`config.mk`:
```
export PLATFORM = sky130hd
export DESIGN_NAME = mpm_front
export DESIGN_NICKNAME = d
export VERILOG_FILES = /design/src/hdl/mpm_pkg.sv /design/src/hdl/mpm_front.sv
export SDC_FILE = /design/constraint.sdc
export NUM_CORES = 2
export LEC_CHECK = 0
export ABC_CLOCK_PERIOD_IN_PS = 7980
export BUFFER_PORTS_ARGS = -buffer_cell sky130_fd_sc_hd__buf_2
export CORE_MARGIN = 2
export CORE_UTILIZATION = 58
export CTS_BUF_LIST = sky130_fd_sc_hd__clkbuf_8
export DETAILED_ROUTE_END_ITERATION = 10
export PLACE_DENSITY = 0.92
export SYNTH_ARGS = -nofsm -noshare
export SYNTH_HDL_FRONTEND = slang
export SYNTH_SLANG_ARGS = --single-unit
```
`constraint.sdc`:
```
create_clock -name clk_i -period 7.98 [get_ports clk_i]
set_input_delay 1.596 -clock clk_i [delete_from_list [all_inputs] [get_ports clk_i]]
set_output_delay 1.596 -clock clk_i [all_outputs]
set_load 0.01 [all_outputs]
```
`src/hdl/mpm_pkg.sv`:
```
// Shared types, constants and helpers of the Mandelbrot pixel membership unit.
package mpm_pkg;

  localparam int COORD_BITS = 12;
  localparam int DEF_FRACTION_BITS = 28;
  localparam int DEF_ITER_BITS = 16;

  localparam int WORD_W = 32;
  localparam int PROD_W = 2 * WORD_W;
  localparam int DIM_W = 13;
  localparam int SCALE_W = 29;
  localparam int MAXIT_W = 16;
  localparam int COLOR_W = 24;
  localparam int APB_DW = 32;
  localparam int ADDR_W = 5;

  // Signed difference (index - size/2) and its product with an unsigned scale.
  localparam int DIFF_W = ((COORD_BITS > DIM_W - 1) ? COORD_BITS : DIM_W - 1) + 2;
  localparam int MAP_W = DIFF_W + SCALE_W + 1;

  localparam int Q_DEPTH = 2;
  localparam int Q_AW = $clog2(Q_DEPTH);

  localparam logic [COLOR_W-1:0] WHITE_COLOR = {COLOR_W{1'b1}};

  localparam logic [DIM_W-1:0]   RST_WIDTH = DIM_W'(512);
  localparam logic [DIM_W-1:0]   RST_HEIGHT = DIM_W'(512);
  localparam logic [SCALE_W-1:0] RST_SCALE = SCALE_W'(1342177);
  localparam logic [MAXIT_W-1:0] RST_MAX_ITER = MAXIT_W'(256);
  localparam logic [COLOR_W-1:0] RST_BG = '0;

  typedef enum logic [2:0] {
    REG_WIDTH    = 3'd0,
    REG_HEIGHT   = 3'd1,
    REG_SCALE_X  = 3'd2,
    REG_SCALE_Y  = 3'd3,
    REG_MAX_ITER = 3'd4,
    REG_BG_COLOR = 3'd5
  } reg_idx_e;

  typedef enum logic [1:0] {
    BK_IDLE,
    BK_MUL,
    BK_CHK,
    BK_DONE
  } back_state_e;

  typedef struct packed {
    logic [COORD_BITS-1:0] column;
    logic [COORD_BITS-1:0] row;
  } pixel_t;

  typedef struct packed {
    logic               in_set;
    logic [COLOR_W-1:0] pixel_color;
  } result_t;

  typedef struct packed {
    logic [DIM_W-1:0]   image_width;
    logic [DIM_W-1:0]   image_height;
    logic [SCALE_W-1:0] scale_x;
    logic [SCALE_W-1:0] scale_y;
    logic [MAXIT_W-1:0] max_iterations;
    logic [COLOR_W-1:0] background_color;
  } cfg_t;

  typedef struct packed {
    logic [WORD_W-1:0] c_real;
    logic [WORD_W-1:0] c_imag;
  } point_t;

  // Clamp a wide signed value to the signed 32-bit word range.
  function automatic logic [WORD_W-1:0] sat_word(input logic signed [PROD_W-1:0] v);
    if (v > 64'sh0000_0000_7FFF_FFFF) begin
      return 32'h7FFF_FFFF;
    end else if (v < 64'shFFFF_FFFF_8000_0000) begin
      return 32'h8000_0000;
    end else begin
      return v[WORD_W-1:0];
    end
  endfunction

endpackage

```
`src/hdl/mpm_front.sv`:
```
// Front end: accepts pixels and maps them to the complex point c.
module mpm_front (
  input  logic             clk_i,
  input  logic             rst_ni,
  input  logic             push,
  input  mpm_pkg::pixel_t  item_i,
  output logic             full,
  input  mpm_pkg::cfg_t    cfg_i,
  output logic             pt_valid_o,
  output mpm_pkg::point_t  pt_o,
  input  logic             pt_ready_i
);
  import mpm_pkg::*;

  pixel_t                   item_q;
  logic                     s1_valid_q, s1_valid_d;
  logic                     s2_valid_q, s2_valid_d;
  logic                     s1_adv, s2_adv, accept;
  logic signed [DIFF_W-1:0] diff_re, diff_im;
  logic signed [MAP_W-1:0]  prod_re, prod_im;
  logic signed [MAP_W-1:0]  prod_re_q, prod_im_q;

  assign s2_adv = s2_valid_q && pt_ready_i;
  assign s1_adv = s1_valid_q && (!s2_valid_q || s2_adv);
  assign full   = s1_valid_q && !s1_adv;
  assign accept = push && !full;

  assign s1_valid_d = accept || (s1_valid_q && !s1_adv);
  assign s2_valid_d = s1_adv || (s2_valid_q && !s2_adv);

  // Offset from the image center, then scale.
  assign diff_re = $signed(DIFF_W'(item_q.column)) - $signed(DIFF_W'(cfg_i.image_width >> 1));
  assign diff_im = $signed(DIFF_W'(item_q.row)) - $signed(DIFF_W'(cfg_i.image_height >> 1));
  assign prod_re = diff_re * $signed({1'b0, cfg_i.scale_x});
  assign prod_im = diff_im * $signed({1'b0, cfg_i.scale_y});

  assign pt_valid_o  = s2_valid_q;
  assign pt_o.c_real = sat_word(PROD_W'(prod_re_q));
  assign pt_o.c_imag = sat_word(PROD_W'(prod_im_q));

  always_ff @(posedge clk_i or negedge rst_ni) begin
    if (!rst_ni) begin
      s1_valid_q <= 1'b0;
      s2_valid_q <= 1'b0;
    end else begin
      s1_valid_q <= s1_valid_d;
      s2_valid_q <= s2_valid_d;
    end
  end

  always_ff @(posedge clk_i) begin
    if (accept) begin
      item_q <= item_i;
    end
    if (s1_adv) begin
      prod_re_q <= prod_re;
      prod_im_q <= prod_im;
    end
  end

endmodule

```
======== Word-level counts from Yosys, hierarchy flattened ========
Index checks and enable logic that the tools add are counted.
storage, ports and cells
  output and inout bits ................... 66
  bits of input ports ..................... 152
  register bits ........................... 112
  logic and storage cells ................. 30
operators by class
  reduce and logical (&&, ||, !) cells .... 12
  multipliers ............................. 2
  muxes and demuxes ....................... 4
  magnitude comparators ................... 4
  add/sub/neg operators ................... 2
operators with widths
  operator                                                                           number
  32-bit two-way mux                                                                 4
  43-bit by 32-bit greater-than comparator with 1-bit output, second input constant  2
  43-bit by 32-bit less-than comparator with 1-bit output, second input constant     2
  13-bit by 30-bit multiplier with 43-bit output                                     2
  12-bit by 12-bit subtractor with 13-bit output                                     2
  1-bit logical AND                                                                  5
  1-bit zero test                                                                    4
  1-bit logical OR                                                                   3

======== Logic depth before layout (Yosys ltp) ========
  depth after elaboration ................. 8
  mapped depth ............................ 35
  mapped depth without buffers ............ 33

======== Worst setup path after synthesis ========
OpenSTA, ideal clock, no wires.
  kind .................................... input -> register
  from .................................... input port cfg_i[112] in the netlist's numbering
  to ...................................... register prod_re_q[39], data pin
  buffers on the path ..................... 2
  data arrival time ....................... 8.887 ns
  library setup time ...................... 0.262 ns
  stages on the path ...................... 32
  data required time ...................... 7.718 ns
  slack ................................... -1.168 ns
  path through ............................ ha_1 -> fa_1 -> nor2b_1 -> o21ai_1 -> a21boi_1 -> o21ai_1 -> a21boi_1 -> o21a_1 -> nor2_1 -> xnor2_1 -> clkbuf_1 -> clkbuf_1 -> nand2_1 -> fa_1 -> fa_1 -> inv_1 -> fa_1 -> fa_1 -> fa_1 -> inv_1 -> fa_1 -> inv_1 -> ha_1 -> and3_4 -> a31o_1 -> a2111oi_2 -> a211oi_2 -> a31oi_2 -> nor3_1 -> nor2_2 -> o21ai_1 -> xor2_1
on the way
  word-level cells in the longest chain between the ends .. 2
ends and longest elaborated chain
  element                                         line             RTL
  from (decl)                                     mpm_front.sv:8   input mpm_pkg::cfg_t cfg_i,
  12-bit by 12-bit subtractor with 13-bit output  mpm_front.sv:32  assign diff_re = $signed(DIFF_W'(item_q.column)) - $signed(DIFF_W'(cfg_i.image_width >> 1));
  13-bit by 30-bit multiplier with 43-bit output  mpm_front.sv:34  assign prod_re = diff_re * $signed({1'b0, cfg_i.scale_x});
  named net prod_re[39]                           mpm_front.sv:20  logic signed [MAP_W-1:0] prod_re, prod_im;
  to (signal assigned)                            mpm_front.sv:56  prod_re_q <= prod_re;
  to (decl)                                       mpm_front.sv:21  logic signed [MAP_W-1:0] prod_re_q, prod_im_q;
The timed path passes the listed nets, and every way through them passes these cells.
A chain may end at the register's enable or synchronous reset.

======== Final worst setup path ========
  from .................................... input port cfg_i[99] in the netlist's numbering
  to ...................................... register prod_im_q[33], data pin
on the way
  word-level cells in the longest chain between the ends .. 2
ends and longest elaborated chain
  element                                         line             RTL
  12-bit by 12-bit subtractor with 13-bit output  mpm_front.sv:33  assign diff_im = $signed(DIFF_W'(item_q.row)) - $signed(DIFF_W'(cfg_i.image_height >> 1));
  13-bit by 30-bit multiplier with 43-bit output  mpm_front.sv:35  assign prod_im = diff_im * $signed({1'b0, cfg_i.scale_y});
  named net prod_im[33]                           mpm_front.sv:20
  to (signal assigned)                            mpm_front.sv:57  prod_im_q <= prod_im;
  to (decl)                                       mpm_front.sv:21
The timed path passes the listed nets, and every way through them passes these cells.

==> flow_metrics.tcl <==
set metrics [dict create \
    status "complete, but fails checks" \
    violations "negative setup slack" \
    cap_violations 0 \
    synth_edf_count 110 \
    post-route-period-util_pct 114 \
    dieArea_sq_mm 0.0530 \
    die_y_um 230 \
    firstDrtPassIters 8 \
    synthAdderAreaFrac_pct 52.1 \
    clock_path_buffers 2 \
    place.port_buffers 175 \
    layout_min_cycle_time_ns 9.08 \
    ys_async_sr_fraction_pct 1.79 \
    synth_ff_type "edfxtp_1" \
    yosys_warnings 0 \
    crit_path_frequent_cell "buf_6" \
    core_area_sq_mm 0.0503 \
    fillers 3128 \
    synth_compound_area_share_pct 7.68 \
    cts_max_level 3 \
    grt_overflow 0 \
    final_layout_size_suffix_gt1_share_pct 24.7 \
    drtAntennaViolNets 0 \
    antenna_found_initial 13 \
    drc 0 \
    place_area_sq_mm 0.0336 \
    num_rows 82 \
    fin_skew_ns 0.0171 \
    cp_max_fo 5 \
    synthSimpleGateAreaFrac_pct 16.5 \
    setup_violations 54 \
    cts_tree "built" \
    rsz0062_at_grt "yes" \
    drv_slew 0 \
    track_usage_pct 33.8 \
    syn_area_sq_mm 0.0297 \
    grt_max_degree 49 \
    synth_top_family_by_area "adder cells" \
    seq_area_frac_synth_pct 11.3 \
    syn_nets 4181 \
    fmax_mhz 110 \
    yosysTopAreaCell "fa_1" \
    crit_required_ns 8.21 \
    maxSlewHeadroom_pct 28.4 \
    synthCells 3151 \
    clock_sinks 112 \
    grt_pass1_wl_mm 140 \
    ctsHoldBuffers 0 \
    detailed_place_hpwl_mm 64.1 \
    via_per_inst 6.19 \
    synth_common_cells "fa_1, inv_1, nand2_1" \
    hp-class "reg2reg" \
    hold_viol_final 0 \
    r2r_slack_ns -0.27 \
    fin_setup_tns_ns -37.28 \
    synthTopCellsByArea "fa_1, ha_1, edfxtp_1, inv_1, nand2_1" \
    yosysUniqueCellTypes 80 \
    route.vias.total 26410 \
    layout_setup_ws_ns -1.10 \
    nNetsFinal 4615 \
    clockRootBuffer "clkbuf_8" \
    syn2layout_area_growth_pct 21.6 \
    syn_avg_cell_area_sq_um 9.41 \
    post_drt_wl_per_cell_um 23.3 \
    initial_utilization_pct 59.0 \
    synth_top_area_share_pct 40.2 \
    regArea_sq_mm 0.00335 \
    die_x_um 230 \
    clkLatencyLatePin_ns 0.46 \
    final_area_sq_mm 0.0361 \
    routed_wl_mm 99.5 \
    synth_xor_area_share_pct 2.45 \
    ys_seq_elements 112 \
    ios 218 \
    critPathKind "in2reg" \
    worst_slew_pin_slew_ns 1.07 \
    cpPeakStageDelay_ns 0.64 \
    end_kind "register" \
    cts_buffers 9 \
    path_clk_slew_ns 0.13 \
    multi_input_area_sq_mm 0.0253 \
    routabilityCongestion 0.892 \
    cp_slowest_cell "fa_1" \
    cp-start-kind "input pin" \
    grt_pass1_vias 27404 \
    crit_arrival_ns 9.30 \
    yosysMostFrequentCell "fa_1" \
    synthMuxAreaShare_pct 1.05 \
    first_iter_violations 3300 \
]
==> final timing paths <==
check                                     endpoint                  from  cells past startpoint
setup / recovery           prod_im_q[33]$_DFFE_PP_             cfg_i[99]                     34
hold / removal                pt_valid_o$_DFF_PN0_  s1_valid_q$_DFF_PN0_                      1
setup reg to reg           prod_im_q[33]$_DFFE_PP_   item_q[0]$_DFFE_PP_                     34
hold reg to reg               pt_valid_o$_DFF_PN0_  s1_valid_q$_DFF_PN0_                      1
max in group asynchronous     pt_valid_o$_DFF_PN0_                rst_ni                      1
min in group asynchronous     s1_valid_q$_DFF_PN0_                rst_ni                      1
==> cell usage in the layout, fill, tap and decap left out, types with 20 or more instances in the layout <==
| cell | count |
|---|---|
| edfxtp_1 | 110 |
| inv_1 | 505 |
| nand3_1 | 20 |
| fa_2 | 23 |
| buf_2 | 171 |
| mux2i_1 | 20 |
| o21ai_0 | 23 |
| buf_6 | 61 |
| o21a_1 | 72 |
| ha_4 | 38 |
| fa_1 | 573 |
| nand2b_1 | 101 |
| xor2_1 | 25 |
| nor2b_1 | 73 |
| and2_1 | 131 |
| buf_4 | 347 |
| nor2_1 | 84 |
| a21oi_1 | 47 |
| nand2_1 | 481 |
| xnor2_1 | 43 |
| a21o_1 | 45 |
| ha_1 | 244 |
==> state kept, by name, indices dropped and copies added (netlist names) <==
signal and count:
s1_valid_q 1, prod_im_q 43, pt_valid_o 1, item_q 24, prod_re_q 43
==> what timing repair did <==
item | in CTS | in global routing
resized for setup | 178 | 155
gates cloned | 2 | 1
endpoints found under the setup margin | 49 | 57
setup buffers | 51 | 50
pin swaps | 145 | 143
==> worst max-delay path, delay by kind of cell <==
kind	cells	cell delay [ns]
buf+inv	7	0.86
xor+xnor	2	0.37
fa+ha+maj	9	4.00
simple gates	8	1.21
compound gates	8	1.25
==> final cells by class <==
type | count | area share [%]
diodes | 3 | 0.0208
clock buffers | 9 | 0.343
clock inverters | 7 | 0.184
inverters | 521 | 5.43
multi-input cells | 2347 | 70.1
flip-flops and latches | 112 | 9.30
well taps | 672 | 2.33
repair buffers | 594 | 12.3
==> per-layer routing <==
metal  part of all wire, %  routed length (um)  track usage (%)  up-vias
met5                  0.10                 101                0        -
met4                   8.4                8370             18.7       18
met3                    12               12300             7.80      809
met2                    47               46400             56.3     2223
met1                    33               32400             40.6    12719
li1                      -                   -                -    10641
==> stage by stage <==
stage          util [%]  cells  hold WS, ns  setup slack [ns]
3_5_place_dp       66.9   4154        0.492             -1.39
6_report           71.8   4265        0.513             -1.10
5_1_grt            71.7   4262        0.544             -1.25
3_3_place_gp       66.9   4154        0.479             -1.13
4_1_cts            69.7   4218        0.512            -0.508
2_1_floorplan         -   3151        0.449            -0.642
==> kinds of logic (layout without fill, tap and decap cells) <==
logic type,Yosys count,count (layout)
other,0,3
AOI/OAI and AO/OA,331,331
xor gates and xnor gates,83,83
DFF,112,112
and+or+nand+nor,1025,1025
buffers and inverters,692,1131
muxes,30,30
adders and majority gates,878,878
Power is left out: the tool's default activity adds up to more than one toggle a clock period on the data nets, which glitch-free logic cannot reach.
