## src/hdl/mpm_pkg.sv

```systemverilog
// Shared types, constants and helpers of the Mandelbrot pixel membership unit.
package mpm_pkg;

  localparam int COORD_BITS = 12;
  localparam int DEF_FRACTION_BITS = 28;
  localparam int DEF_ITER_BITS = 16;

  localparam int WORD_W = 32;
  localparam int PROD_W = 2 * WORD_W;
  localparam int DIM_W = 13;
  localparam int SCALE_W = 29;
  localparam int MAXIT_W = 16;
  localparam int COLOR_W = 24;
  localparam int APB_DW = 32;
  localparam int ADDR_W = 5;

  // Signed difference (index - size/2) and its product with an unsigned scale.
  localparam int DIFF_W = ((COORD_BITS > DIM_W - 1) ? COORD_BITS : DIM_W - 1) + 2;
  localparam int MAP_W = DIFF_W + SCALE_W + 1;

  localparam int Q_DEPTH = 2;
  localparam int Q_AW = $clog2(Q_DEPTH);

  localparam logic [COLOR_W-1:0] WHITE_COLOR = {COLOR_W{1'b1}};

  localparam logic [DIM_W-1:0]   RST_WIDTH = DIM_W'(512);
  localparam logic [DIM_W-1:0]   RST_HEIGHT = DIM_W'(512);
  localparam logic [SCALE_W-1:0] RST_SCALE = SCALE_W'(1342177);
  localparam logic [MAXIT_W-1:0] RST_MAX_ITER = MAXIT_W'(256);
  localparam logic [COLOR_W-1:0] RST_BG = '0;

  typedef enum logic [2:0] {
    REG_WIDTH    = 3'd0,
    REG_HEIGHT   = 3'd1,
    REG_SCALE_X  = 3'd2,
    REG_SCALE_Y  = 3'd3,
    REG_MAX_ITER = 3'd4,
    REG_BG_COLOR = 3'd5
  } reg_idx_e;

  typedef enum logic [1:0] {
    BK_IDLE,
    BK_MUL,
    BK_CHK,
    BK_DONE
  } back_state_e;

  typedef struct packed {
    logic [COORD_BITS-1:0] column;
    logic [COORD_BITS-1:0] row;
  } pixel_t;

  typedef struct packed {
    logic               in_set;
    logic [COLOR_W-1:0] pixel_color;
  } result_t;

  typedef struct packed {
    logic [DIM_W-1:0]   image_width;
    logic [DIM_W-1:0]   image_height;
    logic [SCALE_W-1:0] scale_x;
    logic [SCALE_W-1:0] scale_y;
    logic [MAXIT_W-1:0] max_iterations;
    logic [COLOR_W-1:0] background_color;
  } cfg_t;

  typedef struct packed {
    logic [WORD_W-1:0] c_real;
    logic [WORD_W-1:0] c_imag;
  } point_t;

  // Clamp a wide signed value to the signed 32-bit word range.
  function automatic logic [WORD_W-1:0] sat_word(input logic signed [PROD_W-1:0] v);
    if (v > 64'sh0000_0000_7FFF_FFFF) begin
      return 32'h7FFF_FFFF;
    end else if (v < 64'shFFFF_FFFF_8000_0000) begin
      return 32'h8000_0000;
    end else begin
      return v[WORD_W-1:0];
    end
  endfunction

endpackage

```

## src/hdl/mpm_queue.sv

```systemverilog
// Short queue of mapped points between the front and the back end.
module mpm_queue (
  input  logic            clk_i,
  input  logic            rst_ni,
  input  logic            wr_valid_i,
  input  mpm_pkg::point_t wr_data_i,
  output logic            wr_ready_o,
  output logic            rd_valid_o,
  output mpm_pkg::point_t rd_data_o,
  input  logic            rd_i
);
  import mpm_pkg::*;

  point_t          mem [Q_DEPTH];
  logic [Q_AW-1:0] wr_ptr_q, rd_ptr_q;
  logic [Q_AW:0]   count_q, count_d;
  logic            wr_en, rd_en;

  assign wr_ready_o = (count_q != Q_DEPTH[Q_AW:0]);
  assign rd_valid_o = (count_q != '0);
  assign wr_en      = wr_valid_i && wr_ready_o;
  assign rd_en      = rd_i && rd_valid_o;
  assign rd_data_o  = mem[rd_ptr_q];

  always_comb begin
    count_d = count_q;
    if (wr_en && !rd_en) begin
      count_d = count_q + 1'b1;
    end else if (rd_en && !wr_en) begin
      count_d = count_q - 1'b1;
    end
  end

  always_ff @(posedge clk_i or negedge rst_ni) begin
    if (!rst_ni) begin
      wr_ptr_q <= '0;
      rd_ptr_q <= '0;
      count_q  <= '0;
    end else begin
      if (wr_en) begin
        wr_ptr_q <= wr_ptr_q + 1'b1;
      end
      if (rd_en) begin
        rd_ptr_q <= rd_ptr_q + 1'b1;
      end
      count_q <= count_d;
    end
  end

  always_ff @(posedge clk_i) begin
    if (wr_en) begin
      mem[wr_ptr_q] <= wr_data_i;
    end
  end

  a_count_bound: assert property (@(posedge clk_i) disable iff (!rst_ni)
    count_q <= Q_DEPTH[Q_AW:0])
    else $error("point queue holds more items than its depth");

  a_ptr_track: assert property (@(posedge clk_i) disable iff (!rst_ni)
    (count_q == '0 || count_q == Q_DEPTH[Q_AW:0]) |-> (wr_ptr_q == rd_ptr_q))
    else $error("point queue pointers disagree with its fill count");

endmodule

```

## config.mk

```make
export PLATFORM = sky130hd
export DESIGN_NAME = mpm_queue
export DESIGN_NICKNAME = d
export VERILOG_FILES = /design/src/hdl/mpm_pkg.sv /design/src/hdl/mpm_queue.sv
export SDC_FILE = /design/constraint.sdc
export NUM_CORES = 1
export LEC_CHECK = 0
export BUFFER_PORTS_ARGS = -buffer_cell sky130_fd_sc_hd__buf_2
export CAP_MARGIN = 20
export CORE_UTILIZATION = 49
export CTS_BUF_LIST = sky130_fd_sc_hd__clkbuf_4
export CTS_CLUSTER_SIZE = 14
export DETAILED_ROUTE_END_ITERATION = 12
export PLACE_DENSITY = 0.88
export SLEW_MARGIN = 5
export SYNTH_ARGS = -nofsm -noshare
export SYNTH_HDL_FRONTEND = slang
export SYNTH_SLANG_ARGS = --single-unit
```

## constraint.sdc

```tcl
create_clock -name clk_i -period 3.6 [get_ports clk_i]
set_clock_uncertainty 0.1 [all_clocks]
set_input_delay 0.36 -clock clk_i [delete_from_list [all_inputs] [get_ports clk_i]]
set_output_delay 0.36 -clock clk_i [all_outputs]
set_load 0.1 [all_outputs]
```

# After elaboration in Yosys (flattened, before gate mapping)
# Memories as Yosys holds them, arrays and structs flattened.
# Cells that the tools add are included.
[totals]
regBits = 4
mem_bits_rw = 128
in_bits = 68
out_inout_bits = 66
word_cells = 21
mem_count = 1
[mem_list]
columns = ["memory", "words", "word_bits", "read_ports", "rd_ports_with_merged_regs", "write_ports", "line", "text"]
rows = [
  ["mem", 2, 64, 1, 0, 1, "mpm_queue.sv:14", "point_t mem [Q_DEPTH];"],
]
[op_classes]
add_sub_neg = 4
eq_ne = 1
muxes = 4
reduce_logical = 8
[ops]
columns = ["cell", "n"]
rows = [
  ["$logic_and 1x1->1", 4],
  ["$mux 2", 2],
  ["$reduce_bool 2->1", 2],
  ["$add 1x1->1 const B", 2],
  ["$add 2x1->2 const B", 1],
  ["$logic_not 1->1", 2],
  ["$mux 1", 2],
  ["$ne 2x2->1 const B", 1],
  ["$sub 2x1->2 const B", 1],
]

# Depth between registers and ports, before layout
# Gate-level depths: netlist of run 1.
[depth]
depth_word = 6
mapped_depth = 7
mapped_depth_nobuf = 7

# Worst setup path before layout of run 1
# OpenSTA, ideal clock, no wires.
[synth_timing]
path_kind = "register -> register"
startpoint = "reg count_q[0]"
endpoint = "mem mem[0][0] (netlist name) (enable)"
setup_ns = 0.487
arrival_time_ns = 4.166
required_ns = 3.013
slack_ns = -1.153
stages_incl_launch_ff = 4
path_buffers = 0
period_less_slack_ns = 4.753
cell_sequence = "dfrtp_1 > nand2b_1 > nand2_1 > nor2_1"
[synth_via]
elab_chain_cells = 4
[synth_lines]
columns = ["item", "line", "text"]
rows = [
  ["start: declaration", "mpm_queue.sv:16", "logic [Q_AW:0] count_q, count_d;"],
  ["start signal: assignment", "mpm_queue.sv:46", "count_q <= count_d;"],
  ["$ne 2x2->1", "mpm_queue.sv:19", "assign wr_ready_o = (count_q != Q_DEPTH[Q_AW:0]);"],
  ["via wr_ready_o", "mpm_queue.sv:7", "output logic wr_ready_o,"],
  ["$logic_and 1x1->1", "mpm_queue.sv:21", "assign wr_en = wr_valid_i && wr_ready_o;"],
  ["$mux 1", "mpm_queue.sv:51", "if (wr_en) begin"],
  ["$mux 1 (implied by the code)", "mpm_queue.sv:52", "mem[wr_ptr_q] <= wr_data_i;"],
  ["end: declaration", "mpm_queue.sv:14", ""],
]
# The timed path passes the listed nets, and every way through them passes these cells.

==> reports/metrics.yaml, run 1 <==
synth.top_cell.area_share_pct: 76.59
synth-seq-area-share_pct: 78.58
dpl_worst_slack_ns: 1.339
yosysWarningCount: 0
start_util_pct: 50.88
rr_worst_depth: 3
cts_sinks: 132
crit_slowest_cell: "dfrtp_4"
arrival_ns: 2.30
via_per_inst: 4.707
slew_violations: 0
antenna_left: 0
worstMarginPinSlew_ns: 0.7456
path_max_fanout: 36
cap_viol_max_count: 0
drive_gt1_share_pct: 52.37
grt_max_degree: 37
crit_chain: "buf_12 -> mux2_2 -> buf_2"
vias: 2711
drcViolationCount: 0
die_x_um: 103.2
ys_types: 15
grt_antenna_before_repair: 0
io_buffer_count: 133
max_freq_mhz: 362.3
startpoint_type: "register"
place_area_um2: 5846
final_area_um2: 6778
synth_fp_nets: 286
post_cts_buffers: 0
diodes: 0
htreeDepth: 4
syn_inst: 217
die_y_um: 103.2
cpPeakStageDelay_ns: 0.80
cts_tree: "yes"
synthArstFlopShare_pct: 3.030
synth_area_leaders: "edfxtp_1 (77%), mux2_4 (15%), mux2_2 (3.1%), dfrtp_1 (2.0%), buf_6 (1.3%)"
cp.required_ns: 3.14
grt.overflow.total: 0
critPathKind: "register to primary output"
first_iter_violations: 105
drt-total-wl_mm: 8.821
post-route-period-util_pct: 76.67
crit_buf_inv: 2
gp_routability_congestion: 0.7168
synth_most_common_cell: "edfxtp_1"
grtUsageTotal_pct: 17.14
nets: 500
yosysTopAreaCell: "edfxtp_1"
avgSynthCellArea_um2: 23.13
first_global_vias: 2736
core_area_um2: 9864
setup_viol: 0
synth_area_um2: 5019
fin_crit_ns: 2.760
io-pin-count: 134
status: "complete, no violations"
synth-edff-count: 128
end_kind: "primary output"
grt_pass1_wl_mm: 12.83
cts_hold_buf: 65
yosys-top-cells-count: "edfxtp_1 (128), mux2_4 (50), mux2_2 (14)"
cts_resized: 0
r2r_slack_ns: 1.59
synth_flop_cell: "edfxtp_1"
finalHoldViolCount: 0
cp_top_family: "flip-flops"
num_rows: 36
path_depth: 3
timing.slew.headroom_pct: 50.29
clockBufferDepth: 2
cts_root_buf: "clkbuf_4"
hpwl_mm: 5.320
clkTransAtPathRegs_ns: 0.11
cts_buffers: 17
dieArea_um2: 10650
rsz0062_at_grt: "no"
tns_ns: 0
dr.pass1.iters: 4
ys_ff_latch: 132
setup_slack_ns: 0.8397
wl_per_cell_um: 15.31
hold_path.class: "input pin to asynchronous set/reset pin"
syn_to_final_growth_pct: 35.05
clk_latency_ns: 0.49
## worst paths after layout
check	to	start
setup reg to reg	mem[1][10]	count_q[0]
setup / recovery	rd_data_o[39]	rd_ptr_q
hold / removal	count_q[0]	rst_ni
min in group clk_i	rd_ptr_q	rd_i
max in group asynchronous	rd_ptr_q	rst_ni
hold reg to reg	count_q[1]	count_q[1]
## layer usage
metal / vias to the layer above / GRT usage [%] / wire [um]
li1: 1289 / - / -
met1: 1315 / 17.78 / 3484
met2: 91 / 31.08 / 4757
met3: 16 / 6.519 / 445
met4: 0 / 7.151 / 133
met5: - / 0 / 0
## through the flow
step                      hold slack (ns)  instances  util, %
final                             0.08594        576    68.71
after global routing              0.02105        576    68.71
after floorplan                  -0.03559        217        -
after CTS                         0.02967        576    68.71
after global placement            0.07451        480    59.26
after detailed placement          0.07835        480    59.26
## state kept, by name, indices dropped and copies added (netlist names)
signal    cells
mem         128
wr_ptr_q      1
rd_ptr_q      1
count_q       2
## layout make-up
class,instances,area (um^2)
Sequential cell,132,3948
Fill cell,637,3087
Timing Repair Buffer,202,1371
Multi-Input combinational cell,77,1007
Tap cell,133,166.4
Clock buffer,19,142.6
Clock inverter,12,138.9
Inverter,1,3.754
## cell families (layout without fill, tap and decap cells)
logic type	Yosys count	in the layout	synth area share, %
flops	132	132	78.58
mux	64	64	18.10
buf+inv	8	234	1.521
simple gates	7	7	0.6735
xor+xnor	5	5	0.8728
fa+ha+maj	1	1	0.2493
## cell usage in the layout, fill, tap and decap left out, drive strengths merged
cell	instances
mux2	64
clkinv	6
bufinv	3
ha	1
dlygate4sd3	65
buf	137
clkbuf	19
clkinvlp	3
dfrtp	4
nand2b	1
xor2	2
and3	1
nand2	2
edfxtp	128
or2	1
inv	1
xnor2	3
nor2	2
Power of run 1 is not shown: default switching activity piles up to over one toggle a cycle in this logic, so the estimate is an artifact.
==> run 2, diff against run 1 <==
ABC_AREA = 1   (was default)
CORE_UTILIZATION = 54   (was 49)
PLACE_DENSITY = 0.92   (was 0.88)
clock period = 2.7 ns   (was 3.6 ns; I/O delays follow)
==> reports/metrics.yaml, run 2 <==
status: "complete, no violations"
crit_slowest_cell: "inv_2"
cts_tree: "yes"
ys_ff_latch: 132
io-pin-count: 134
timing.slew.headroom_pct: 54.87
cap_viol_max_count: 0
nets: 643
synth_area_um2: 4872
core_area_um2: 8721
cts_hold_buf: 67
gp_routability_congestion: 0.6948
synth_flop_cell: "edfxtp_1"
synth-seq-area-share_pct: 80.95
hold_path.class: "input pin to register"
drcViolationCount: 0
synth-simple-area-share_pct: 16.05
cts_root_buf: "clkbuf_4"
top_register: "mem"
antenna_left: 0
grtUsageTotal_pct: 28.02
synthArstFlopShare_pct: 3.030
cpPeakStageDelay_ns: 0.45
post-route-period-util_pct: 92.05
finalHoldViolCount: 0
critPathKind: "register to primary output"
max_freq_mhz: 402.4
layout_commonest_cell: "nand2_1"
die_y_um: 96.99
yosys-top-cells-count: "nand2_1 (202), edfxtp_1 (128), buf_4 (8)"
synth_most_common_cell: "nand2_1"
slew_violations: 0
layoutNonFillerInstCount: 694
avgSynthCellArea_um2: 13.42
clk_latency_ns: 0.49
die_x_um: 96.99
setup_viol: 0
synth_area_leaders: "edfxtp_1 (79%), nand2_1 (16%), dfrtp_1 (2.1%), buf_4 (1.2%), buf_2 (0.62%)"
startpoint_type: "register"
vias: 3570
ys_types: 13
grt_pass1_wl_mm: 19.46
synth_top_family_by_area: "simple AND/OR/NAND/NOR gates"
largestRegisters: "mem x128, count_q x2"
io_buffer_count: 133
hpwl_mm: 6.746
via_per_inst: 5.144
start_util_pct: 55.87
dr.pass1.iters: 5
num_rows: 34
worstMarginPinSlew_ns: 0.6769
wl_per_cell_um: 17.84
arrival_ns: 2.12
post_cts_buffers: 0
tns_ns: 0
first_global_vias: 3817
drt-total-wl_mm: 12.38
cp.required_ns: 2.33
grt.overflow.total: 0
rsz0062_at_grt: "no"
synth_compound_area_share_pct: 0
path_max_fanout: 33
crit_buf_inv: 3
clockBufferDepth: 2
syn_inst: 363
htreeDepth: 4
synth-edff-count: 128
crit_chain: "inv_2 -> buf_12 -> nand2_1 -> nand2_1 -> buf_12"
first_iter_violations: 239
synth.top_cell.area_share_pct: 78.89
cts_buffers: 17
largest_reg_flops: 128
synth-adder-area-share_pct: 0.2568
synth_fp_nets: 432
fin_crit_ns: 2.485
cp_top_family: "buffers and inverters"
synth.mux.area_fraction_pct: 0
drive_gt1_share_pct: 29.74
yosysWarningCount: 0
dp.cells: 596
yosysTopAreaCell: "edfxtp_1"
cts_resized: 0
cts_sinks: 132
end_kind: "primary output"
dieArea_um2: 9406
grt_max_degree: 66
grt_antenna_before_repair: 1
clkTransAtPathRegs_ns: 0.11
syn_to_final_growth_pct: 56.70
final_cell_mix: "nand2_1 (201), edfxtp_1 (128), buf_2 (69)"
synthXorXnorAreaFrac_pct: 0.3595
[run 2: cell count changes in the layout (fill, tap and decap cells not counted), moves of 2 or more]
cell / change
inv_1: +5
buf_2: -64
nand2_1: +199
mux2_4: -50
nand3_1: +2
clkinv_2: -2
inv_6: +2
dlygate4sd3_1: +2
clkinv_1: -3
buf_12: +65
xnor2_1: -2
mux2_2: -14
[run 2: worst paths after layout]
| kind | from | endpoint | slack, ns | depth (start not counted) |
|---|---|---|---|---|
| setup / recovery | rd_ptr_q | rd_data_o[50] | 0.21 | 5 |
| hold / removal | wr_valid_i | wr_ptr_q | 0.12 | 3 |
| setup reg to reg | count_q[0] | mem[0][31] | 0.75 | 5 |
| hold reg to reg | count_q[0] | count_q[0] | 0.42 | 1 |
| max in group asynchronous | rst_ni | rd_ptr_q | 1.76 | 3 |
| min in group asynchronous | rst_ni | count_q[1] | 0.56 | 3 |
[run 2: cell type report]
type                    count  area [um^2]
clock inverters            12        181.4
flip-flops and latches    132         3945
repair buffers            206         2380
diodes                      1        2.502
fillers                   360         1086
multi-input cells         210        829.5
clock buffers              18        135.1
inverters                   7        26.28
well taps                 108        135.1
[run 2: cell families (layout without fill, tap and decap cells)]
kind of cell | after synthesis | after routing
xor+xnor | 2 | 2
fa+ha+maj | 1 | 1
buf+inv | 21 | 243
flops | 132 | 132
other cells | 0 | 1
simple gates | 207 | 207
[run 2: per-stage QoR]
stage	worst slack, ns	area (um^2)	hold slack (ns)	utilization (%)
final	0.2147	7635	0.1240	87.55
after global routing	0.09367	7635	0.1274	87.55
after CTS	0.2472	7632	0.09476	87.52
after detailed placement	0.7674	6645	-0.01848	76.20
after global placement	0.8311	6645	-0.02111	76.20
after floorplan	0.03032	4890	-0.1256	-
[run 2: per-layer routing]
metal	track usage (%)	up-vias	part of all wire [%]
met1	30.54	1671	34
met2	50.38	199	55
met4	15.15	0	4.3
met3	6.431	48	6.5
met5	0	-	0
li1	-	1652	-
[run 2: worst min-delay path: cells and delay by family]
| kind | cells | cell delay, ns |
|---|---|---|
| xor gates and xnor gates | 1 | 0.10 |
| buffers and inverters | 1 | 0.10 |
| and+or+nand+nor | 1 | 0.21 |
Power of run 2 is left out for the same reason.
