**config.mk**
```make
export PLATFORM = sky130hd
export DESIGN_NAME = mpm_regs
export DESIGN_NICKNAME = d
export VERILOG_FILES = /design/src/hdl/mpm_pkg.sv /design/src/hdl/mpm_regs.sv
export SDC_FILE = /design/constraint.sdc
export NUM_CORES = 1
export LEC_CHECK = 0
export BUFFER_PORTS_ARGS = -buffer_cell sky130_fd_sc_hd__buf_2
export CAP_MARGIN = 40
export CORE_UTILIZATION = 55
export DETAILED_ROUTE_END_ITERATION = 6
export GPL_ROUTABILITY_DRIVEN = 1
export PLACE_DENSITY = 0.91
export SKIP_CTS_REPAIR_TIMING = 1
export SYNTH_ARGS = -nofsm -noshare
export SYNTH_HDL_FRONTEND = slang
export SYNTH_SLANG_ARGS = --single-unit
export TNS_END_PERCENT = 5
```
**constraint.sdc**
```tcl
create_clock -name clk_i -period 3 [get_ports clk_i]
set_input_delay 0.3 -clock clk_i [delete_from_list [all_inputs] [get_ports clk_i]]
set_output_delay 0.3 -clock clk_i [all_outputs]
set_load 0.02 [all_outputs]
```
**src/hdl/mpm_pkg.sv**
```systemverilog
// Shared types, constants and helpers of the Mandelbrot pixel membership unit.
package mpm_pkg;

  localparam int COORD_BITS = 12;
  localparam int DEF_FRACTION_BITS = 28;
  localparam int DEF_ITER_BITS = 16;

  localparam int WORD_W = 32;
  localparam int PROD_W = 2 * WORD_W;
  localparam int DIM_W = 13;
  localparam int SCALE_W = 29;
  localparam int MAXIT_W = 16;
  localparam int COLOR_W = 24;
  localparam int APB_DW = 32;
  localparam int ADDR_W = 5;

  // Signed difference (index - size/2) and its product with an unsigned scale.
  localparam int DIFF_W = ((COORD_BITS > DIM_W - 1) ? COORD_BITS : DIM_W - 1) + 2;
  localparam int MAP_W = DIFF_W + SCALE_W + 1;

  localparam int Q_DEPTH = 2;
  localparam int Q_AW = $clog2(Q_DEPTH);

  localparam logic [COLOR_W-1:0] WHITE_COLOR = {COLOR_W{1'b1}};

  localparam logic [DIM_W-1:0]   RST_WIDTH = DIM_W'(512);
  localparam logic [DIM_W-1:0]   RST_HEIGHT = DIM_W'(512);
  localparam logic [SCALE_W-1:0] RST_SCALE = SCALE_W'(1342177);
  localparam logic [MAXIT_W-1:0] RST_MAX_ITER = MAXIT_W'(256);
  localparam logic [COLOR_W-1:0] RST_BG = '0;

  typedef enum logic [2:0] {
    REG_WIDTH    = 3'd0,
    REG_HEIGHT   = 3'd1,
    REG_SCALE_X  = 3'd2,
    REG_SCALE_Y  = 3'd3,
    REG_MAX_ITER = 3'd4,
    REG_BG_COLOR = 3'd5
  } reg_idx_e;

  typedef enum logic [1:0] {
    BK_IDLE,
    BK_MUL,
    BK_CHK,
    BK_DONE
  } back_state_e;

  typedef struct packed {
    logic [COORD_BITS-1:0] column;
    logic [COORD_BITS-1:0] row;
  } pixel_t;

  typedef struct packed {
    logic               in_set;
    logic [COLOR_W-1:0] pixel_color;
  } result_t;

  typedef struct packed {
    logic [DIM_W-1:0]   image_width;
    logic [DIM_W-1:0]   image_height;
    logic [SCALE_W-1:0] scale_x;
    logic [SCALE_W-1:0] scale_y;
    logic [MAXIT_W-1:0] max_iterations;
    logic [COLOR_W-1:0] background_color;
  } cfg_t;

  typedef struct packed {
    logic [WORD_W-1:0] c_real;
    logic [WORD_W-1:0] c_imag;
  } point_t;

  // Clamp a wide signed value to the signed 32-bit word range.
  function automatic logic [WORD_W-1:0] sat_word(input logic signed [PROD_W-1:0] v);
    if (v > 64'sh0000_0000_7FFF_FFFF) begin
      return 32'h7FFF_FFFF;
    end else if (v < 64'shFFFF_FFFF_8000_0000) begin
      return 32'h8000_0000;
    end else begin
      return v[WORD_W-1:0];
    end
  endfunction

endpackage

```
**src/hdl/mpm_regs.sv**
```systemverilog
// Configuration register file behind the APB-style port.
module mpm_regs (
  input  logic                      clk_i,
  input  logic                      rst_ni,
  input  logic                      psel,
  input  logic                      penable,
  input  logic                      pwrite,
  input  logic [mpm_pkg::ADDR_W-1:0] paddr,
  input  logic [mpm_pkg::APB_DW-1:0] pwdata,
  output logic [mpm_pkg::APB_DW-1:0] prdata,
  output logic                      pready,
  output mpm_pkg::cfg_t             cfg_o
);
  import mpm_pkg::*;

  cfg_t     cfg_q, cfg_d;
  reg_idx_e idx;
  logic     wr_en;

  assign idx    = reg_idx_e'(paddr[ADDR_W-1:2]);
  assign wr_en  = psel && penable && pwrite;
  assign pready = 1'b1;
  assign cfg_o  = cfg_q;

  always_comb begin
    cfg_d = cfg_q;
    if (wr_en) begin
      case (idx)
        REG_WIDTH:    cfg_d.image_width      = pwdata[DIM_W-1:0];
        REG_HEIGHT:   cfg_d.image_height     = pwdata[DIM_W-1:0];
        REG_SCALE_X:  cfg_d.scale_x          = pwdata[SCALE_W-1:0];
        REG_SCALE_Y:  cfg_d.scale_y          = pwdata[SCALE_W-1:0];
        REG_MAX_ITER: cfg_d.max_iterations   = pwdata[MAXIT_W-1:0];
        REG_BG_COLOR: cfg_d.background_color = pwdata[COLOR_W-1:0];
        default: ;
      endcase
    end
  end

  always_comb begin
    case (idx)
      REG_WIDTH:    prdata = APB_DW'(cfg_q.image_width);
      REG_HEIGHT:   prdata = APB_DW'(cfg_q.image_height);
      REG_SCALE_X:  prdata = APB_DW'(cfg_q.scale_x);
      REG_SCALE_Y:  prdata = APB_DW'(cfg_q.scale_y);
      REG_MAX_ITER: prdata = APB_DW'(cfg_q.max_iterations);
      REG_BG_COLOR: prdata = APB_DW'(cfg_q.background_color);
      default:      prdata = '0;
    endcase
  end

  always_ff @(posedge clk_i or negedge rst_ni) begin
    if (!rst_ni) begin
      cfg_q.image_width      <= RST_WIDTH;
      cfg_q.image_height     <= RST_HEIGHT;
      cfg_q.scale_x          <= RST_SCALE;
      cfg_q.scale_y          <= RST_SCALE;
      cfg_q.max_iterations   <= RST_MAX_ITER;
      cfg_q.background_color <= RST_BG;
    end else begin
      cfg_q <= cfg_d;
    end
  end

endmodule

```
# After elaboration in Yosys (flattened, before gate mapping)
# Cells that the tools add are included.
[classes]
n_reduce_logical = 9
n_eq_ne = 5
muxes = 1
[ops]
columns = ["operator", "n"]
rows = [
  ["one-hot mux 29 bit (6 select lines)", 1],
  ["AND reduction 2 bit", 6],
  ["equality test 3 x 2 -> 1 bit, second input constant", 2],
  ["equality test 3 bit, second input constant", 2],
  ["equality test 3 x 1 -> 1 bit, second input constant", 1],
  ["logical NOT 3 bit", 1],
  ["logical AND 1 bit", 2],
]
[word_totals]
regBits = 124
wordCells = 21
inputBits = 42

# Longest topological paths before layout
# Gate-level depths: netlist of run 1.
[depth]
word_depth = 3
depth_mapped = 7
ltp_nobuf = 3

# Worst setup path before layout of run 1
# Ideal clock, no wire load.
[synth_path]
kind = "input to output"
startpoint = "input port paddr[3] (netlist name)"
endpoint = "output port prdata[1] (netlist name)"
slack_ns = 1.214
stages = 4
path_buffers = 2
arrival_ns = 1.486
path_cell_list = "buf_6 > clkbuf_1 > nor2_1 > a221oi_1"
[synth_via]
elab_chain_cells = 2
word_cells_on_any_way = 7
cone_classes = "5 x eq/ne; 1 x mux; 1 x reduce/logical"
[synth_lines]
columns = ["element", "line_no", "source"]
rows = [
  ["start: declaration", "mpm_regs.sv:8", "input logic [mpm_pkg::ADDR_W-1:0] paddr,"],
  ["equality test 3 bit (tied with other cells)", "mpm_regs.sv:41", "case (idx)"],
  ["one-hot mux 29 bit (6 select lines) (*)", "mpm_regs.sv:41", ""],
  ["end: declaration", "mpm_regs.sv:10", "output logic [mpm_pkg::APB_DW-1:0] prdata,"],
]
# Every way passes the cells marked *; elsewhere a longest branch is shown, timed or not.

# Final worst setup path of run 1
[layout_path]
startpoint = "input port paddr[3] (netlist name)"
endpoint = "output port prdata[23] (netlist name)"
# The elaborated chain is that of the path after synthesis.

==> results of run 1 <==
[layer usage]
metal / track usage / wire [um] / vias to the layer above
li1: - / - / 1839
met5: 0 / 0 / -
met3: 0.0952 / 1010 / 11
met2: 0.480 / 7700 / 169
met4: 0.0843 / 104 / 0
met1: 0.342 / 6260 / 2151
[logic make-up after synthesis]
| kind of cell | Yosys count | share of synthesized area |
|---|---|---|
| compound gates | 29 | 0.0402 |
| buf+inv | 32 | 0.0461 |
| flops | 124 | 0.530 |
| other cells | 2 | 0.00127 |
| mux | 178 | 0.342 |
| simple gates | 34 | 0.0404 |
[critical path: stages]
cell and delay [ps]:
sky130_fd_sc_hd__buf_2 230, sky130_fd_sc_hd__nand2b_1 380, sky130_fd_sc_hd__nor2_1 700, sky130_fd_sc_hd__o2bb2ai_1 190
sky130_fd_sc_hd__buf_2 200
[area by class of cell]
cell class              instances  share of cell area
inverters                       2             0.00100
clock buffers                  25              0.0633
clock inverters                 7              0.0150
multi-input cells             245               0.336
flip-flops and latches        124               0.418
repair buffers                202               0.144
well taps                     136              0.0227
[final timing paths]
| kind | start | endpoint | slack (ps) | cells after the start |
|---|---|---|---|---|
| hold reg to reg | cfg_o[36]$_DFFE_PN0P_ | cfg_o[36]$_DFFE_PN0P_ | 530 | 1 |
| setup / recovery | paddr[3] | prdata[23] | 690 | 5 |
| min in group asynchronous | rst_ni | cfg_o[35]$_DFFE_PN0P_ | 390 | 2 |
| hold / removal | pwdata[28] | cfg_o[97]$_DFFE_PN0P_ | 20 | 2 |
| setup reg to reg | cfg_o[19]$_DFFE_PN0P_ | cfg_o[19]$_DFFE_PN0P_ | 2190 | 1 |
| max in group asynchronous | rst_ni | cfg_o[89]$_DFFE_PN1P_ | 1780 | 3 |
[cells in the final DEF (no fill, tap or decap), types with 4 or more instances in the layout]
cell type,n
sky130_fd_sc_hd__nor2_1,12
sky130_fd_sc_hd__nand2_1,8
sky130_fd_sc_hd__dfstp_2,25
sky130_fd_sc_hd__buf_2,187
sky130_fd_sc_hd__clkbuf_1,5
sky130_fd_sc_hd__mux2_4,20
sky130_fd_sc_hd__dfrtp_1,99
sky130_fd_sc_hd__conb_1,4
sky130_fd_sc_hd__o2bb2ai_1,8
sky130_fd_sc_hd__clkbuf_8,4
sky130_fd_sc_hd__nor2_4,4
sky130_fd_sc_hd__buf_4,12
sky130_fd_sc_hd__mux2_2,114
sky130_fd_sc_hd__mux2i_1,44
sky130_fd_sc_hd__clkbuf_16,16
sky130_fd_sc_hd__o221ai_1,8
[stage by stage]
stage          hold WS [ps]   util  std cells
5_1_grt                10.4  0.722        741
4_1_cts                -143  0.721        740
6_report               24.5  0.722        741
3_3_place_gp            399  0.665        708
2_1_floorplan          4.41      -        401
3_5_place_dp            412  0.665        708
[where the power goes]
part | switching, mW | internal, mW
Combinational | 0.917 | 0.659
Sequential | 0.270 | 2.05
Clock | 0.688 | 1.33
==> results.txt, run 1 <==
----------------------------------------------------
[Outcome]
  Result of the run ... completed

[STA]
  Unrepaired setup endpoints after global routing ... false
  Fin Setup TNS ... 0 ps
  Number of failing hold endpoints at the final stage ... 0
  Fmax ... 434 MHz
  Part of the cycle the worst path needs ... 0.769
  Measured slew at the worst slew-check pin ... 841 ps
  Worst relative slew slack ... 0.437
  Final critical delay including setup and external delays ... 2310 ps
  Number of pins with negative max-slew slack in the final report ... 0
  Layout Skew ... 0 ps
  Smallest setup slack after layout ... 694 ps
  Count of final setup violators ... 0

[Clock network]
  CTS sink cnt ... 124
  Root buf cell ... sky130_fd_sc_hd__clkbuf_8
  Clock-pin transition on the worst setup and hold timing paths ... 60 ps
  TritonCTS Buffers ... 17
  Source-to-sink clock delay at the later pin of the worst-skew pair ... ~520 ps
  Max Buffers Root-to-Sink ... 2
  Clock tree from TritonCTS ... done
  Number of H-tree levels ... 4

[Synth]
  Synthesized cell area ... 0.00592 sq mm
  Yosys top cell by area ... sky130_fd_sc_hd__dfrtp_1
  Number of enable flip-flop cells after synthesis ... 0
  Count leader, synth ... sky130_fd_sc_hd__mux2_2
  Seq cells post-synth ... 124
  Gate count after technology mapping ... 399
  Mapped Avg Cell Area ... 14.8 sq um
  Async set-or-reset flop fraction in the synthesized netlist ... 1.00
  Sequential area share after synthesis ... 0.530
  Yosys Warn Count ... 0
  Commonest cells in the netlist ... sky130_fd_sc_hd__mux2_2, sky130_fd_sc_hd__dfrtp_1, sky130_fd_sc_hd__mux2i_1
  Number of unique standard cell types used by synthesis ... 29
  Share of the synthesized area in the top cell type ... 0.419
  Flip-flop cell with the highest count after synthesis ... sky130_fd_sc_hd__dfrtp_1
  Top cells by area in the synthesized netlist ... sky130_fd_sc_hd__dfrtp_1, sky130_fd_sc_hd__mux2_2, sky130_fd_sc_hd__dfstp_2, sky130_fd_sc_hd__mux2i_1, sky130_fd_sc_hd__mux2_4

[Die]
  Initial core utilization ... 0.570
  Area of the die ... 0.0112 sq mm
  Core box area ... 0.0104 sq mm
  Die width ... 106 um
  Number of top-level pins ... slightly below 200
  Std cell rows ... 37
  Die outline height ... 106 um

[Final layout]
  Fraction of layout instances using a drive strength above 1 ... 0.655
  Max FFs per register ... roughly 120
  Number of fillers in the final layout ... 710
  Footprint of the flip-flops and latches ... 0.00313 sq mm
  Footprint of the multi-input gates ... between 0.002 and 0.003 sq mm
  Antenna diodes ... 0
  Area growth from synthesis to layout ... 26.6%
  Post-layout instance area ... 0.00749 sq mm
  Layout net count ... 634

[Global route]
  Number of global-route vias before repair ... 4429
  Initial antenna violation count ... 0
  Maximum number of pins on one net before global-route repair ... 60
  Overall track demand over capacity in global routing ... 0.283
  Overflow after GRT ... 0
  Global-route wire length before repair ... 23600 um

[Worst setup path]
  Critical path arrival ... between 2000 and 2500 ps
  Startpoint Class ... input port
  Worst setup path category ... in -> out
  Data required, critical path ... 2700 ps
  Element type at the critical path end ... primary output
  Critical-path maximum fanout ... 16

[Drt]
  WL/cell ... 20.3 um
  Via-to-Cell Ratio ... between 5 and 6
  WL final ... 15100 um
  Detailed-route DRC error count ... 0
  Drt first pass iters ... 5
  Antenna viol nets, final ... 0
  Starting DRC count in detailed routing ... 209
  DR vias ... 4170

[Power]
  Power density cells ... 790 mW/mm^2
  Max VDD drop ... around 430 uV
  Total design power ... 5.92 mW
  Leak pwr ... 3.79 nW

[Worst hold path]
  Kind of path behind the tightest hold check ... in -> reg

[Placement]
  Post-DP HPWL ... 10400 um
  Count of input and output buffers ... 189
  Global placement routability congestion ... 0.800
  Post-placement worst setup slack ... ~650 ps
  Placement-stage cell area ... ~0.0069 sq mm

[Run]
  Max-cap violations ... 0

----------------------------------------------------
No activity file was read; power rests on OpenSTA's default activity.
==> inputs of run 2 (changes only) <==
CORE_UTILIZATION = 51   (was 55)
PLACE_DENSITY = 0.86   (was 0.91)
clock period = 2.2 ns   (was 3 ns; I/O delays follow)
==> results.txt, run 2 (synthesized netlist as in run 1, its figures left out) <==
----------------------------------------------------
[STA]
  Final critical delay including setup and external delays ... between 1500 and 2000 ps
  Number of failing hold endpoints at the final stage ... 0
  Measured slew at the worst slew-check pin ... 572 ps
  Unrepaired setup endpoints after global routing ... false
  Count of final setup violators ... 0
  Worst relative slew slack ... 0.619
  Smallest setup slack after layout ... 396 ps
  Fmax ... 554 MHz
  Layout Skew ... 0 ps
  Part of the cycle the worst path needs ... 0.820
  Number of pins with negative max-slew slack in the final report ... 0
  Fin Setup TNS ... 0 ps

[Power]
  Register share of total power ... 0.376
  Clock share of power ... 0.368
  Max VDD drop ... 737 uV
  Power density cells ... 1090 mW/mm^2
  Share of total power consumed by net switching ... 0.305
  Internal power ... 5.85 mW
  Net switching power ... ~2.6 mW
  Comb pwr share ... 0.257
  Leak pwr ... 3.90 nW
  Total design power ... 8.41 mW

[Worst setup path]
  Startpoint Class ... flip-flop
  Critical-path maximum fanout ... 3
  Max stage delay on crit path ... 390 ps
  Largest delay share family, worst path ... flip-flops
  Critical path arrival ... between 1500 and 2000 ps
  Crit path max-delay cell type ... sky130_fd_sc_hd__dfrtp_1
  Element type at the critical path end ... primary output
  Worst path cell trace ... mux2_2 -> a221oi_1 -> nor2_1 -> buf_2
  Cells on worst reg2reg path ... 1
  Worst path buffer plus inverter count ... 1
  Endpoint of the most critical register-to-register path ... cfg_o[99]$_DFFE_PN0P_
  Data required, critical path ... 1980 ps
  Worst setup path category ... reg -> out
  Register-to-register setup slack ... about 1400 ps
  Worst flop-to-flop path startpoint ... cfg_o[99]$_DFFE_PN0P_

[Final layout]
  Layout net count ... 645
  Post-layout instance area ... just under 0.008 sq mm
  Top library cells by usage in the layout, fill and taps aside ... sky130_fd_sc_hd__buf_2, sky130_fd_sc_hd__mux2_2, sky130_fd_sc_hd__dfrtp_1
  Number of fillers in the final layout ... 759
  Fraction of layout instances using a drive strength above 1 ... 0.666
  Core occupancy in the finished layout ... 0.694
  Max FFs per register ... 124
  Commonest non-fill, non-tap cell in the layout ... sky130_fd_sc_hd__buf_2
  Area growth from synthesis to layout ... 29.9%
  Antenna diodes ... 0

[Worst hold path]
  Hold Path Depth ... 2
  Kind of path behind the tightest hold check ... in -> reg
  Worst hold path endpoint ... cfg_o[97]$_DFFE_PN0P_
  Startpoint of the tightest hold check path ... pwdata[28]

[Drt]
  Total met2 wirelength after detailed routing ... 7560 um
  Detailed-route DRC error count ... 0
  Starting DRC count in detailed routing ... between 100 and 150
  Antenna viol nets, final ... 0
  WL/cell ... roughly 20 um
  DR vias ... 4174
  Highest layer used for signal routing ... met4
  Metal1 wirelength ... between 6000 and 7000 um
  Via-to-Cell Ratio ... 5.52
  Sum of met3 wire segment lengths after detailed routing ... approximately 1100 um
  WL final ... 15000 um
  Drt first pass iters ... 4

[Global route]
  Overall track demand over capacity in global routing ... 0.264
  Overflow after GRT ... 0
  Global-route wire length before repair ... between 20000 and 25000 um
  Initial antenna violation count ... 0
  Maximum number of pins on one net before global-route repair ... 44
  Number of global-route vias before repair ... ~4300

[Clock network]
  Clock-pin transition on the worst setup and hold timing paths ... 50 ps
  Number of H-tree levels ... 4
  Clock tree from TritonCTS ... done
  TritonCTS Buffers ... 17
  Max Buffers Root-to-Sink ... 2
  Root buf cell ... sky130_fd_sc_hd__clkbuf_16
  CTS sink cnt ... 124
  Source-to-sink clock delay at the later pin of the worst-skew pair ... 420 ps

[Die]
  Std cell rows ... 38
  Die width ... 110 um
  Number of top-level pins ... 199
  Initial core utilization ... 0.534
  Core box area ... 0.0111 sq mm
  Die outline height ... 110 um
  Area of the die ... 0.0120 sq mm

[Outcome]
  Result of the run ... completed

[Placement]
  Post-placement worst setup slack ... 424 ps
  Placement-stage cell area ... 0.00701 sq mm
  Post-DP HPWL ... about 11000 um
  Global placement routability congestion ... 0.797
  Count of input and output buffers ... between 150 and 200

[Run]
  Max-cap violations ... 0

----------------------------------------------------
run 2: cell types whose count changed in the layout (fill, tap and decap cells not counted):
cell                         previous run  this run
sky130_fd_sc_hd__buf_4                 12        21
sky130_fd_sc_hd__clkbuf_1               5         2
sky130_fd_sc_hd__clkinv_2               3         1
sky130_fd_sc_hd__clkbuf_8               4         8
sky130_fd_sc_hd__clkinvlp_4             1         0
sky130_fd_sc_hd__bufinv_16              3         4
sky130_fd_sc_hd__clkbuf_16             16        17
sky130_fd_sc_hd__buf_12                 2         4
run 2: worst max path at each step:
stage | startpoint | end | depth (start not counted) | slack (ps)
6_report | cfg_o[108]$_DFFE_PN0P_ | prdata[10] | 4 | 400
2_1_floorplan | paddr[3] | prdata[1] | 4 | 570
3_3_place_gp | paddr[2] | prdata[6] | 6 | 440
3_5_place_dp | paddr[2] | prdata[3] | 6 | 420
4_1_cts | cfg_o[108]$_DFFE_PN0P_ | prdata[10] | 4 | 390
5_1_grt | cfg_o[108]$_DFFE_PN0P_ | prdata[10] | 4 | 320
run 2: area by class of cell:
type / instances / area, sq um / share of cell area
Timing Repair Buffer: 213 / 1180 / 0.154
Multi-Input combinational cell: 245 / 2520 / 0.327
Tap cell: 140 / 175 / 0.0228
Clock buffer: 27 / 543 / 0.0707
Clock inverter: 5 / 125 / 0.0163
Sequential cell: 124 / 3130 / 0.408
Inverter: 2 / 7.51 / 0.000977
run 2: power by group through the flow:
stage	Combinational (mW)	Sequential (mW)	Clock (mW)
detailed placement	2.16	3.18	0
CTS	2.18	3.16	3.14
global placement	2.12	3.14	0
finish	2.16	3.16	3.09
floorplan	0.823	3.69	0
global route	2.32	3.22	3.24
run 2: per-layer routing:
metal,GRT usage,vias up
li1,-,1872
met1,0.305,2113
met2,0.450,167
met3,0.0812,22
met4,0.117,0
met5,0,-
run 2: per-stage QoR:
step,cells,hold WS (ps)
finish,756,50.3
floorplan,401,-75.6
CTS,755,-196
global route,756,43.1
detailed placement,723,251
global placement,723,238
